File: config.mk
export PLATFORM = sky130hd
export DESIGN_NAME = rdu_div
export DESIGN_NICKNAME = d
export VERILOG_FILES = /design/src/hw/rtl/rdu_div.sv
export SDC_FILE = /design/constraint.sdc
export NUM_CORES = 1
export LEC_CHECK = 0
export ABC_AREA = 1
export BUFFER_PORTS_ARGS = -buffer_cell sky130_fd_sc_hd__buf_2
export CORE_ASPECT_RATIO = 0.75
export CORE_MARGIN = 2
export CORE_UTILIZATION = 55
export DETAILED_ROUTE_END_ITERATION = 8
export GPL_TIMING_DRIVEN = 1
export PLACE_DENSITY = 0.74
export SYNTH_ARGS = -nofsm -noshare
export SYNTH_HDL_FRONTEND = slang
export SYNTH_SLANG_ARGS = --single-unit
File: constraint.sdc
create_clock -name i_clk -period 2 [get_ports i_clk]
set_input_delay 0.1 -clock i_clk [delete_from_list [all_inputs] [get_ports i_clk]]
set_output_delay 0.1 -clock i_clk [all_outputs]
set_load 0.01 [all_outputs]
File: src/hw/rtl/rdu_div.sv
// ----------------------------------------------------------------------------
// rdu_div: pipelined unsigned restoring divider
// One quotient bit per register stage. The numerator must stay below
// divisor * 2^QW. Gives the quotient and whether a remainder is left.
// ----------------------------------------------------------------------------
module rdu_div #(
    parameter int NW = 29,
    parameter int DW = 14,
    parameter int QW = 15,
    parameter int SW = 1
) (
    input  logic          i_clk,
    input  logic          i_rst_n,
    input  logic          i_vld,
    input  logic [NW-1:0] i_num,
    input  logic [DW-1:0] i_den,
    input  logic [SW-1:0] i_sb,
    output logic          o_vld,
    output logic [QW-1:0] o_quo,
    output logic          o_rnz,
    output logic [SW-1:0] o_sb
);

    localparam int CW = (NW > DW + QW) ? NW : DW + QW;

    logic [NW-1:0] r_rem [QW];
    logic [DW-1:0] r_den [QW];
    logic [QW-1:0] r_quo [QW];
    logic [SW-1:0] r_sb  [QW];
    logic          r_vld [QW];

    for (genvar s = 0; s < QW; s++) begin : g_stage
        logic [NW-1:0] rem_in;
        logic [DW-1:0] den_in;
        logic [QW-1:0] quo_in;
        logic [SW-1:0] sb_in;
        logic          vld_in;
        logic [CW-1:0] n_rx;
        logic [CW-1:0] n_dsh;
        logic [NW-1:0] n_rem;
        logic [QW-1:0] n_quo;
        logic          n_ge;

        if (s == 0) begin : g_first
            assign rem_in = i_num;
            assign den_in = i_den;
            assign quo_in = '0;
            assign sb_in  = i_sb;
            assign vld_in = i_vld;
        end else begin : g_next
            assign rem_in = r_rem[s-1];
            assign den_in = r_den[s-1];
            assign quo_in = r_quo[s-1];
            assign sb_in  = r_sb[s-1];
            assign vld_in = r_vld[s-1];
        end

        // subtract the divisor aligned to this quotient bit if it fits
        always_comb begin
            n_rx  = CW'(rem_in);
            n_dsh = CW'(den_in) << (QW - 1 - s);
            n_ge  = n_rx >= n_dsh;
            n_rem = n_ge ? NW'(n_rx - n_dsh) : rem_in;
            n_quo = {quo_in[QW-2:0], n_ge};
        end

        always_ff @(posedge i_clk) begin
            if (!i_rst_n) begin
                r_vld[s] <= 1'b0;
            end else begin
                r_vld[s] <= vld_in;
            end
        end

        always_ff @(posedge i_clk) begin
            r_rem[s] <= n_rem;
            r_den[s] <= den_in;
            r_quo[s] <= n_quo;
            r_sb[s]  <= sb_in;
        end
    end

    assign o_vld = r_vld[QW-1];
    assign o_quo = r_quo[QW-1];
    assign o_rnz = |r_rem[QW-1];
    assign o_sb  = r_sb[QW-1];

endmodule

* After elaboration in Yosys (flattened, before gate mapping) *
Memories as Yosys holds them, arrays and structs flattened.
Index checks and enable logic that the tools add are counted.

word-level totals
  register bits after elaboration = 0
  bits in writable memories = 900
  input port bits = 47
  output and inout port bits = 18
  word-level logic and storage cells = 83
  memories = 5

cells by class
  $add $sub $neg = 15
  order comparisons = 15
  mux-type cells = 32
  bitwise gates (word level) = 15
  reductions and logical operators = 1

memories
  name   words  bits a word  read ports  clocked after memory_dff  wr ports  RTL line  text
  r_rem  15     29           15          0                         15        26        logic [NW-1:0] r_rem [QW];
  r_quo  15     15           15          0                         15        28        logic [QW-1:0] r_quo [QW];
  r_den  15     14           14          0                         15        27        logic [DW-1:0] r_den [QW];
  r_sb   15     1            15          0                         15        29        logic [SW-1:0] r_sb [QW];
  r_vld  15     1            15          0                         15        30        logic r_vld [QW];

operators by type and width
  kind              count
  $mux 29           15
  $ge 29x14->1      1
  $ge 29x15->1      1
  $ge 29x16->1      1
  $ge 29x17->1      1
  $ge 29x18->1      1
  $ge 29x19->1      1
  $ge 29x20->1      1
  $ge 29x21->1      1
  $ge 29x22->1      1
  $ge 29x23->1      1
  $ge 29x24->1      1
  $ge 29x25->1      1
  $ge 29x26->1      1
  $ge 29x27->1      1
  $ge 29x28->1      1
  $reduce_or 29->1  1
  $sub 29x14->29    1
  $sub 29x15->29    1
  $sub 29x16->29    1
  $sub 29x17->29    1
  $sub 29x18->29    1
  $sub 29x19->29    1
  $sub 29x20->29    1
  other kinds (10)  40

* Longest topological paths before layout *
An unclocked memory read counts as a cell.

  word-level depth = 3
  gate-level depth with buffers = 16
  mapped depth without buffers = 15

* Least setup slack after synthesis *
Ideal clock, no wire load.

  path type = register -> register
  from = memory r_rem[8][5] (netlist: r_rem[1][5])
  to = memory r_rem[9][23] (netlist: r_rem[1][52])
  setup time = 115 ps
  arrival = 1910 ps
  required time = 1885 ps
  slack = -25 ps
  stages on the path, launching flop included = 15
  buffers on the path = 2
  period minus slack after synthesis = 2025 ps
  cell sequence = dfxtp_1 inv_1 ha_1 inv_1 fa_1 nand3_1 nand3_2 nand2_1 nand3_2 nand2_1 nand2_2 nor2_2 buf_6 buf_12 a21oi_2

RTL lines
  element      RTL line
  from (decl)  26

==> flow_metrics.env <==
export IMPL_drtIter0Drc=3984
export IMPL_layout_drive_gt1_share_pct=24.1
export IMPL_slew_violations=0
export IMPL_synth_fp_nets=5997
export IMPL_synth_edf_count=0
export IMPL_core_area_sq_mm=0.0701
export IMPL_leakage_nw=26.2
export IMPL_dr_pass1_iters=7
export IMPL_cp_max_fo=6
export IMPL_setup_tns_ps=-2640
export IMPL_yosysSeqAreaShare_pct=40.1
export IMPL_rsz0062_at_grt="yes"
export IMPL_r2r_setup_slack_ps=-100
export IMPL_routedWlPerCell_um=17.9
export IMPL_hp_start="i_num[10]"
export IMPL_area_growth_synth_to_final_pct=32.2
export IMPL_start_util_pct=55.6
export IMPL_synth_distinct_cells=46
export IMPL_placed_area_sq_mm=0.0437
export IMPL_grt_usage_pct=33.5
export IMPL_dp_cells=7162
export IMPL_finClkSkew_ps=25.8
export IMPL_violations="negative setup slack"
export IMPL_start_kind="register"
export IMPL_r2r_start="r_rem[0][181]"
export IMPL_status="finished, violations left"
export IMPL_clk_latency_ps=660
export IMPL_clkTransAtPathRegs_ps=70
export IMPL_vdd_drop_max_mv=0.912
export IMPL_whs_endpoint="r_rem[0][10]"
export IMPL_clockRootBuffer="clkbuf_16"
export IMPL_timing_rr_end="r_rem[0][213]"
export IMPL_ant_nets=0
export IMPL_grt_overflow_total=0
export IMPL_ys_warnings_count=0
export IMPL_power_mw=83.9
export IMPL_finalWirelength_mm=133
export IMPL_nets=6693
export IMPL_clk_path_buf_depth=3
export IMPL_synth_area_sq_mm=0.0390
export IMPL_end_kind="register"
export IMPL_grt_max_degree=29
export IMPL_layoutNonFillerInstCount=7425
export IMPL_num_fill_cells=5423
export IMPL_die_area_sq_mm=0.0730
export IMPL_ys_ff_latch=781
export IMPL_fin_area_sq_mm=0.0515
export IMPL_powerDensity_mw_per_mm2=1630
export IMPL_hold_viol=0
export IMPL_route_detailed_drc=0
export IMPL_rr_worst_depth=14
export IMPL_ioPinCount=65
export IMPL_crit_type="register to register"
export IMPL_hold_class="primary input to register"
export IMPL_min_path_cells=2
export IMPL_grt_pass1_wl_mm=191
export IMPL_clkSinkCount=781
export IMPL_rows=84
export IMPL_htree_levels=3
export IMPL_dp_hpwl_mm=97.6
export IMPL_required_ps=2530
export IMPL_postSynthAreaPerCell_sq_um=6.80
export IMPL_worst_pin_slew_ps=592
export IMPL_cts_buffers=75
export IMPL_relSlewSlack_pct=60.5
export IMPL_fin_crit_sh_pct=105
export IMPL_die_h_um=234
export IMPL_via_per_inst=5.22
export IMPL_antenna_found_initial=6
export IMPL_cts_tree="done"
export IMPL_clock_fmax_mhz=477
export IMPL_synthFlopType="dfxtp_1"
export IMPL_syn_instance_count=5725
export IMPL_grt_pass1_vias=34900
export IMPL_worstPathArrival_ps=2630
export IMPL_portBuffers=64
export IMPL_gp_congestion=1.02
export IMPL_layout_setup_ws_ps=-98.3
export IMPL_cap_viol_max_count=0
export IMPL_dieWidth_um=311
export IMPL_vias=38700
export IMPL_setup_violations=63
export IMPL_fin_util_pct=73.5
export IMPL_async_flop_share_pct=0
export IMPL_period_needed_ps=2100
[cell families after synthesis]
group                    share of synthesized area (%)
buffers and inverters                             10.7
AND/OR/NAND/NOR                                   34.5
AO/OA/AOI/OAI                                     4.27
XOR/XNOR                                          2.88
adder cells (fa/ha/maj)                           7.52
flip-flops                                        40.1
[power breakdown]
group          switching (mW)  total [mW]  internal, mW
combinational            24.9        43.2          18.3
clock                    6.48        15.4          8.87
sequential               5.28        25.3          20.0
total                    36.6        83.9          47.2
[worst max-delay path by stage]
stage,start,endpoint,slack [ps],cells after the start
after detailed placement,r_den[0][2],r_rem[0][44],-340,11
final,r_rem[0][181],r_rem[0][213],-100,14
after global routing,r_rem[0][181],r_rem[0][216],-140,14
after CTS,r_den[1][2],r_rem[1][43],-30,14
after floorplan,r_rem[1][5],r_rem[1][52],5,14
after global placement,r_den[0][2],r_rem[0][52],-310,11
[state kept, by name, indices dropped and copies added, names as in the netlist]
| signal | cells |
|---|---|
| r_den | 196 |
| r_sb | 15 |
| r_rem | 435 |
| r_quo | 120 |
| r_vld | 15 |
[worst max-delay path: stages (launching register included)]
cell and delay, ps:
dfxtp_2 320, inv_2 40, ha_4 150, fa_2 330, inv_2 70, nand2_2 60
nand2_1 70, nand3b_1 120, a21oi_2 210, nor2_2 70, nand2_2 130, clkinv_4 110
clkbuf_16 180, nand2_2 50, nand2_1 50
[area by class of cell]
class	instances	area [sq um]	share of cell area, %
inverters	1009	3850	7.48
multi-input cells	3889	22600	43.8
repair buffers	662	5420	10.5
well taps	946	1180	2.30
clock buffers	97	2080	4.04
repair inverters	3	32.5	0.0632
flip-flops and latches	781	15800	30.7
diodes	1	2.50	0.00486
clock inverters	37	571	1.11
[synth_stat cells (8+ instances only)]
cell      number  area share [%]
inv_2          9           0.087
nor2_2        15            0.24
a21oi_2       30            0.67
nor2_1       508             4.9
inv_1        997             9.6
o21ai_0       74            0.95
buf_2         16            0.21
fa_1          15            0.77
xor2_1       102             2.3
buf_4         14            0.27
nand3_1      348             4.5
buf_6         15            0.43
nand2_1     2113              20
a21oi_1      153             2.0
o21ai_2       11            0.25
xnor2_1       26            0.58
dfxtp_1      781              40
a21boi_0       9            0.17
or2_2          8            0.13
nand2_2       26            0.42
ha_1         210             6.7
nand4_1       73             1.2
nand3b_1      66             1.3
nor3_1        43            0.55
and2_1        10            0.16
[timing repair]
action,CTS,global route
hold endpoints to repair,59,0
setup endpoints to repair,251,318
buffers inserted,12,56
hold buffers,47,0
pin swaps,19,147
gates resized for setup,206,674
gates cloned,4,11
[stage by stage]
step           hold WS (ps)  worst slack [ps]
6_report                101             -98.3
5_1_grt                95.3              -144
3_3_place_gp            206              -310
3_5_place_dp            208              -342
2_1_floorplan           128              4.58
4_1_cts                71.5             -32.2
[metal layers]
layer | GRT usage, % | wire (um) | up-vias
met1 | 48.4 | 59100 | 17600
met5 | 1.56 | 188 | -
met2 | 50.0 | 54900 | 1860
met3 | 8.25 | 14600 | 331
met4 | 8.14 | 3880 | 6
li1 | - | - | 18900
[cell usage in the layout (no fill, tap or decap), drive strengths merged]
cell type,netlist,final
bufinv,0,11
o21ai,87,87
nand3,356,356
nand2,2141,2142
dfxtp,781,781
nor4,8,8
xor2,102,102
o211ai,4,4
nor2,530,530
clkinv,0,17
nand2b,4,4
xnor2,26,26
nand3b,66,66
nand4,74,74
and3,2,2
o21bai,3,3
buf,46,608
a21o,1,1
nor3b,2,2
fa,15,15
o21a,1,1
clkinvlp,0,7
dlygate4sd3,0,47
or2,8,8
diode,0,1
and2,10,10
nor3,44,44
ha,210,210
a21oi,184,184
inv,1009,1014
clkbuf,1,104
a21boi,10,10
Note: power is estimated with default switching activity, not from simulation.
