===== src/hw/rtl/rdu_sqrt.sv =====
// ----------------------------------------------------------------------------
// rdu_sqrt: pipelined floor square root
// One root bit per register stage, restoring digit recurrence. A sideband
// word and a valid bit travel alongside each radicand.
// ----------------------------------------------------------------------------
module rdu_sqrt #(
    parameter int RW = 30,
    parameter int SW = 1
) (
    input  logic                    i_clk,
    input  logic                    i_rst_n,
    input  logic                    i_vld,
    input  logic [RW-1:0]           i_rad,
    input  logic [SW-1:0]           i_sb,
    output logic                    o_vld,
    output logic [(RW+1)/2-1:0]     o_root,
    output logic [SW-1:0]           o_sb
);

    localparam int N  = (RW + 1) / 2;
    localparam int PW = 2 * N;

    logic [PW-1:0]  r_rad  [N];
    logic [N+1:0]   r_rem  [N];
    logic [N-1:0]   r_root [N];
    logic [SW-1:0]  r_sb   [N];
    logic           r_vld  [N];

    for (genvar s = 0; s < N; s++) begin : g_stage
        logic [PW-1:0] rad_in;
        logic [N+1:0]  rem_in;
        logic [N-1:0]  root_in;
        logic [SW-1:0] sb_in;
        logic          vld_in;
        logic [N+1:0]  n_sh;
        logic [N+1:0]  n_trial;
        logic [N+1:0]  n_rem;
        logic [N-1:0]  n_root;
        logic          n_ge;

        if (s == 0) begin : g_first
            assign rad_in  = PW'(i_rad);
            assign rem_in  = '0;
            assign root_in = '0;
            assign sb_in   = i_sb;
            assign vld_in  = i_vld;
        end else begin : g_next
            assign rad_in  = r_rad[s-1];
            assign rem_in  = r_rem[s-1];
            assign root_in = r_root[s-1];
            assign sb_in   = r_sb[s-1];
            assign vld_in  = r_vld[s-1];
        end

        // bring down the next pair of radicand bits and try a one
        always_comb begin
            n_sh    = {rem_in[N-1:0], rad_in[2*(N-1-s)+1 -: 2]};
            n_trial = {root_in, 2'b01};
            n_ge    = n_sh >= n_trial;
            n_rem   = n_ge ? n_sh - n_trial : n_sh;
            n_root  = {root_in[N-2:0], n_ge};
        end

        always_ff @(posedge i_clk) begin
            if (!i_rst_n) begin
                r_vld[s] <= 1'b0;
            end else begin
                r_vld[s] <= vld_in;
            end
        end

        always_ff @(posedge i_clk) begin
            r_rad[s]  <= rad_in;
            r_rem[s]  <= n_rem;
            r_root[s] <= n_root;
            r_sb[s]   <= sb_in;
        end
    end

    assign o_vld  = r_vld[N-1];
    assign o_root = r_root[N-1];
    assign o_sb   = r_sb[N-1];

endmodule


===== config.mk =====
export PLATFORM = sky130hd
export DESIGN_NAME = rdu_sqrt
export DESIGN_NICKNAME = d
export VERILOG_FILES = /design/src/hw/rtl/rdu_sqrt.sv
export SDC_FILE = /design/constraint.sdc
export NUM_CORES = 1
export LEC_CHECK = 0
export BUFFER_PORTS_ARGS = -buffer_cell sky130_fd_sc_hd__buf_2
export CAP_MARGIN = 5
export CORE_ASPECT_RATIO = 0.7
export CORE_UTILIZATION = 55
export DETAILED_ROUTE_END_ITERATION = 10
export PLACE_DENSITY_LB_ADDON = 0.3
export SLEW_MARGIN = 5
export SYNTH_ARGS = -nofsm -noshare
export SYNTH_HDL_FRONTEND = slang
export SYNTH_SLANG_ARGS = --single-unit

===== constraint.sdc =====
create_clock -name i_clk -period 2.5 [get_ports i_clk]
set_input_delay 0.75 -clock i_clk [delete_from_list [all_inputs] [get_ports i_clk]]
set_output_delay 0.75 -clock i_clk [all_outputs]
set_load 0.1 [all_outputs]

=== Word-level counts from Yosys, hierarchy flattened ===
Memory sizes are Yosys's and may differ from the RTL's.
Index checks and enable logic that the tools add are counted.

* Register bits after elaboration: 0
* Logic and storage cells: 82
* Memories kept: 5
* Bits of input ports: 34
* ROM bits: 0
* Output and inout bits: 17
* RAM bits: 960
* Latch bits: 0

{| class="wikitable"
|+ Memories
! memory !! words !! bits a word !! rd ports !! clocked after Yosys merged registers in !! write ports !! line !! source
|-
| r_rad || 15 || 30 || 14 || 0 || 15 || 23 || <nowiki>logic [PW-1:0] r_rad [N];</nowiki>
|-
| r_rem || 15 || 17 || 14 || 0 || 15 || 24 || <nowiki>logic [N+1:0] r_rem [N];</nowiki>
|-
| r_root || 15 || 15 || 15 || 0 || 15 || 25 || <nowiki>logic [N-1:0] r_root [N];</nowiki>
|-
| r_sb || 15 || 1 || 15 || 0 || 15 || 26 || <nowiki>logic [SW-1:0] r_sb [N];</nowiki>
|-
| r_vld || 15 || 1 || 15 || 0 || 15 || 27 || <nowiki>logic r_vld [N];</nowiki>
|}

* Shift operators: 0
* Add/subtract/negate cells: 15
* Eq/ne operators: 0
* Bitwise logic cells: 15
* Mux-type cells: 32
* Multiply operators: 0
* Reduce and logical (&&, ||, !) cells: 0
* Magnitude comparators: 15
* Div/mod/pow operators: 0

{| class="wikitable"
|+ Operators by type and width
! cell !! number
|-
| two-way mux 17 bit || 15
|-
| greater-or-equal comparator 17 bit || 14
|-
| subtractor 17 bit || 14
|-
| two-way mux 1 bit || 17
|-
| OR 1 bit || 15
|-
| subtractor 2 x 1 -> 3 bit, second input constant || 1
|-
| greater-or-equal comparator 2 x 1 -> 1 bit, second input constant || 1
|}

=== Depth between registers and ports, before layout ===
An unclocked memory read counts as a cell.

* Depth in word-level cells: 3
* Gate-level depth with buffers: 10
* Depth with buffers taken out: 9

=== Worst setup path before layout ===
OpenSTA, ideal clock, no wires.

* Path kind: register to register
* From: mem r_root[1][46] in the netlist's numbering
* To: mem r_rem[1][75] in the netlist's numbering
* Slack: 226 ps
* Setup time: 123 ps
* Stages on the path, launching flop included: 10
* Data required time: 2377 ps
* Clock period less this slack: 2274 ps
* Arrival time: 2151 ps
* Path through: dfxtp_1 -> inv_1 -> ha_1 -> o21a_1 -> a2bb2oi_2 -> a31oi_2 -> o32ai_4 -> a21oi_4 -> buf_6 -> mux2_1

{| class="wikitable"
|+ RTL lines
! what !! line
|-
| start: declaration || 25
|-
| end: declaration || 24
|}

==> parameters.txt <==
Parameter                              Value

Pwr
  Pwr per Cell Area ... 1124 nW/µm²
  Total Power ... 25.56 mW
  Lkg Pwr ... 10.68 nW
  Peak supply drop ... 630.2 µV

Logic synthesis
  Number of synthesized flops with an enable pin ... 0
  Share of async-settable or async-resettable flops after synthesis ... 0
  Cell count after synthesis ... 1809
  Synthesized-area fraction occupied by and/or/nand/nor cells ... 0.1165
  Primary FF master, synth ... sky130_fd_sc_hd__dfxtp_1
  Yosys warns ... 0
  Largest family of logic cells by synthesized area ... simple AND/OR/NAND/NOR gates
  Top cell type's share of synthesized area ... 0.5643
  Register bit total from synthesis ... 555
  Cell taking the most area after synthesis ... sky130_fd_sc_hd__dfxtp_1
  Sequential element share of the synthesized area ... 0.5643
  Mux contribution to synthesized area ... 0.02663
  Average footprint of a synthesized cell ... 10.88 µm²
  Synthesized cell area ... 19690 µm²
  Compound-cell area share of the yosys netlist ... 0.1139
  Leading cell types by total area after synthesis ... sky130_fd_sc_hd__dfxtp_1, sky130_fd_sc_hd__ha_1, sky130_fd_sc_hd__inv_1, sky130_fd_sc_hd__xnor2_1, sky130_fd_sc_hd__xor2_1
  Syn_nets ... 1977
  Adder and majority gate portion of the synthesized area ... 0.08516
  Xor/xnor share of the synthesized area ... 0.05554
  Number of unique standard cell types used by synthesis ... 89

Place
  Detail Placement HPWL ... 26620 µm
  IO buf count ... 50
  Worst slack at placement ... 0.06351 ns
  Final GP Congestion ... 0.9088

CTS
  Root buffer cell ... sky130_fd_sc_hd__clkbuf_16
  Setup Buffers After CTS ... 0
  Number of H-tree levels ... 2
  CTS max path bufs ... 3
  TritonCTS clock tree ... built
  Clock Latency Late Sink ... 0.58 ns
  Clock-pin slew on the worst setup and hold paths ... 0.06 ns
  Number of buffers created by CTS ... 50
  Num Clock Sinks ... 555

Timing
  Minimum period implied by the final worst setup slack ... 2.435 ns
  Post-route clock skew ... 0.03167 ns
  Total negative setup slack ... 0 ns
  Pins Over Slew Limit ... 0
  Worst Max-Slew Pin Slew ... 0.6828 ns
  Final worst setup slack ... 0.06493 ns
  Endpoints failing hold ... 0
  Max Clock Freq ... 410.7 MHz
  Fraction of the cycle the final worst path needs ... 0.9740
  Tightest slew margin relative to the limit ... 0.5406
  Setup-violating endpoint count in the final report ... 0

Floorplan
  FP Rows ... 57
  Initial cell density of the core ... 0.5634
  Area of the die ... 36570 µm²
  Total core area ... 34950 µm²
  Number of top-level design ports ... 51
  Die extent in y ... 160.3 µm
  Overall die width ... 228.1 µm

Min path
  Class of the tightest hold or removal check ... in -> reg

Global routing
  Number of antenna violations at the first check in global routing ... 0
  Global-route wire length before repair ... 60100 µm
  Vias in the first global route ... 12230
  Met3 Use GR ... 0.04137
  Routing usage on met2 ... 0.2888
  Overall fraction of global-route tracks in use ... 0.2003
  Routing layer with the top usage in global route ... met1
  Overflow left after global routing ... 0
  Routing usage on met1 ... 0.3043
  Maximum number of pins on one net before global-route repair ... 25

Layout
  Post-layout nets ... 2097
  Antenna cell count ... 0
  FILL cells ... 2653
  Layout cells sized above 1 ... 0.1244
  Growth of design area from synthesis to finish ... 15.51%
  Final cell utilization of the core ... 0.6508

Critical path
  Arrival time worst endpoint ... 2.90 ns
  Crit end category ... flip-flop
  Kind of critical path ... reg -> reg
  Startpoint type of the worst setup path ... flip-flop
  Crit-path max FO ... 4
  Required time of the worst setup path ... 2.96 ns

Routing
  Total via count in the routed design ... 12690
  Residual DRC ... 0
  Routed len/inst ... 15.05 µm
  Final wirelength ... 36750 µm
  Number of design-rule violations left by the first detailed-router iteration ... 912
  Number of routed nets with antenna violations ... 0
  DR pass1 iterations ... 5
  Via count normalized by instance count ... 5.195

Run status
  Outcome ... complete, no violations

Run
  MaxCap Viol Count ... 0
-- worst max-delay path: stages, from the launching register on --
cell,delay (ns)
sky130_fd_sc_hd__dfxtp_1,0.33
sky130_fd_sc_hd__inv_1,0.04
sky130_fd_sc_hd__ha_1,0.32
sky130_fd_sc_hd__nor2b_1,0.17
sky130_fd_sc_hd__o31a_1,0.30
sky130_fd_sc_hd__o311a_1,0.35
sky130_fd_sc_hd__a2111oi_2,0.50
sky130_fd_sc_hd__nand3_1,0.16
sky130_fd_sc_hd__xnor2_1,0.14
-- cells in the mapped netlist, drive strengths merged (8+ instances only) --
library cell / n
o21a: 35
nor2b: 20
xor2: 56
ha: 134
a31oi: 10
inv: 163
nor3: 41
a211oi: 15
mux2i: 13
or4: 11
xnor2: 68
nand2: 81
a21oi: 84
nand2b: 20
o31ai: 13
nor4: 18
o31a: 9
nor2: 97
nand4: 22
a21o: 29
and2: 24
mux2: 34
dfxtp: 555
buf: 16
o21ai: 82
or2: 8
or3: 22
nand3: 27
o211ai: 9
-- where the power goes --
part           internal, mW  switching [mW]  total [mW]
Sequential             10.4           0.999        11.4
Clock                  4.93            3.26        8.18
Combinational          2.68            3.27        5.95
Total                  18.0            7.53        25.6
-- flip-flops by register name, summed over array words and instances (netlist names) --
| register | cells |
|---|---|
| r_rad | 210 |
| r_rem | 195 |
| r_root | 120 |
| r_sb | 15 |
| r_vld | 15 |
-- area by class of cell --
cell class / count / area (µm²) / area share
clock buffers: 73 / 1499 / 0.06591
clock inverters: 20 / 337.8 / 0.01485
inverters: 164 / 615.6 / 0.02707
multi-input cells: 1067 / 7994 / 0.3515
flip-flops and latches: 555 / 11110 / 0.4885
well taps: 472 / 590.6 / 0.02597
repair buffers: 91 / 595.6 / 0.02619
-- layer usage --
layer  vias to the layer above  share of wire
met3                        47          0.065
met4                         0          0.014
met5                         -              0
met2                       313           0.40
li1                       6471              -
met1                      5855           0.52
-- repair_timing --
item	CTS	global route
pin swaps	0	1
resized for setup	1	28
setup endpoints to repair	1	53
hold buffers	0	0
-- worst paths after layout --
path | endpoint | depth (start not counted) | slack (ns) | start
setup / recovery | r_rem[1][12] | 8 | 0.06 | r_root[0][105]
hold / removal | r_rad[0][0] | 1 | 0.26 | i_rad[0]
setup reg to reg | r_rem[1][12] | 8 | 0.06 | r_root[0][105]
hold reg to reg | r_rad[0][77] | 0 | 0.32 | r_rad[0][47]
-- per-stage QoR --
stage               instances  area (µm²)  hold slack (ns)
floorplan                1809       19690           0.3096
global placement         2349       20750           0.3095
detailed placement       2349       20750           0.3121
CTS                      2442       22590           0.2333
global route             2442       22740           0.2353
finish                   2442       22740           0.2639
-- placed cells by master (no fill, tap or decap), types with 6 or more instances in the layout --
master                       instances
sky130_fd_sc_hd__a211oi_1           13
sky130_fd_sc_hd__clkbuf_8           14
sky130_fd_sc_hd__nand3b_1            6
sky130_fd_sc_hd__buf_2              50
sky130_fd_sc_hd__mux2i_1            13
sky130_fd_sc_hd__o21a_1             35
sky130_fd_sc_hd__a21o_1             29
sky130_fd_sc_hd__xor2_1             56
sky130_fd_sc_hd__nor2b_1            20
sky130_fd_sc_hd__nand2b_1           20
sky130_fd_sc_hd__xnor2_1            67
sky130_fd_sc_hd__clkbuf_1            8
sky130_fd_sc_hd__o31a_1              9
sky130_fd_sc_hd__a31oi_1             6
sky130_fd_sc_hd__or3_1              21
sky130_fd_sc_hd__or4_1              11
sky130_fd_sc_hd__bufinv_16           7
sky130_fd_sc_hd__inv_1             159
sky130_fd_sc_hd__clkbuf_16          51
sky130_fd_sc_hd__nor3_1             34
sky130_fd_sc_hd__nand3_1            26
sky130_fd_sc_hd__dfxtp_1           555
sky130_fd_sc_hd__o21ai_1            29
sky130_fd_sc_hd__a21oi_1            79
sky130_fd_sc_hd__nand2_1            81
sky130_fd_sc_hd__ha_1              131
sky130_fd_sc_hd__nor4b_1             6
sky130_fd_sc_hd__o21ai_0            52
sky130_fd_sc_hd__o211ai_1            8
sky130_fd_sc_hd__mux2_2              9
sky130_fd_sc_hd__nor4_1             16
sky130_fd_sc_hd__mux2_1             22
sky130_fd_sc_hd__nand4_1            21
sky130_fd_sc_hd__and2_1             24
sky130_fd_sc_hd__buf_4              38
sky130_fd_sc_hd__clkinvlp_4          6
sky130_fd_sc_hd__nor2_1             96
sky130_fd_sc_hd__o31ai_1            10
-- cells by family after synthesis --
family / count (synthesis)
compound gates: 336
xor+xnor: 124
fa+ha+maj: 134
buf+inv: 187
flops: 555
mux: 47
other cells: 1
simple gates: 425
Note: power is estimated with default switching activity, not from simulation.
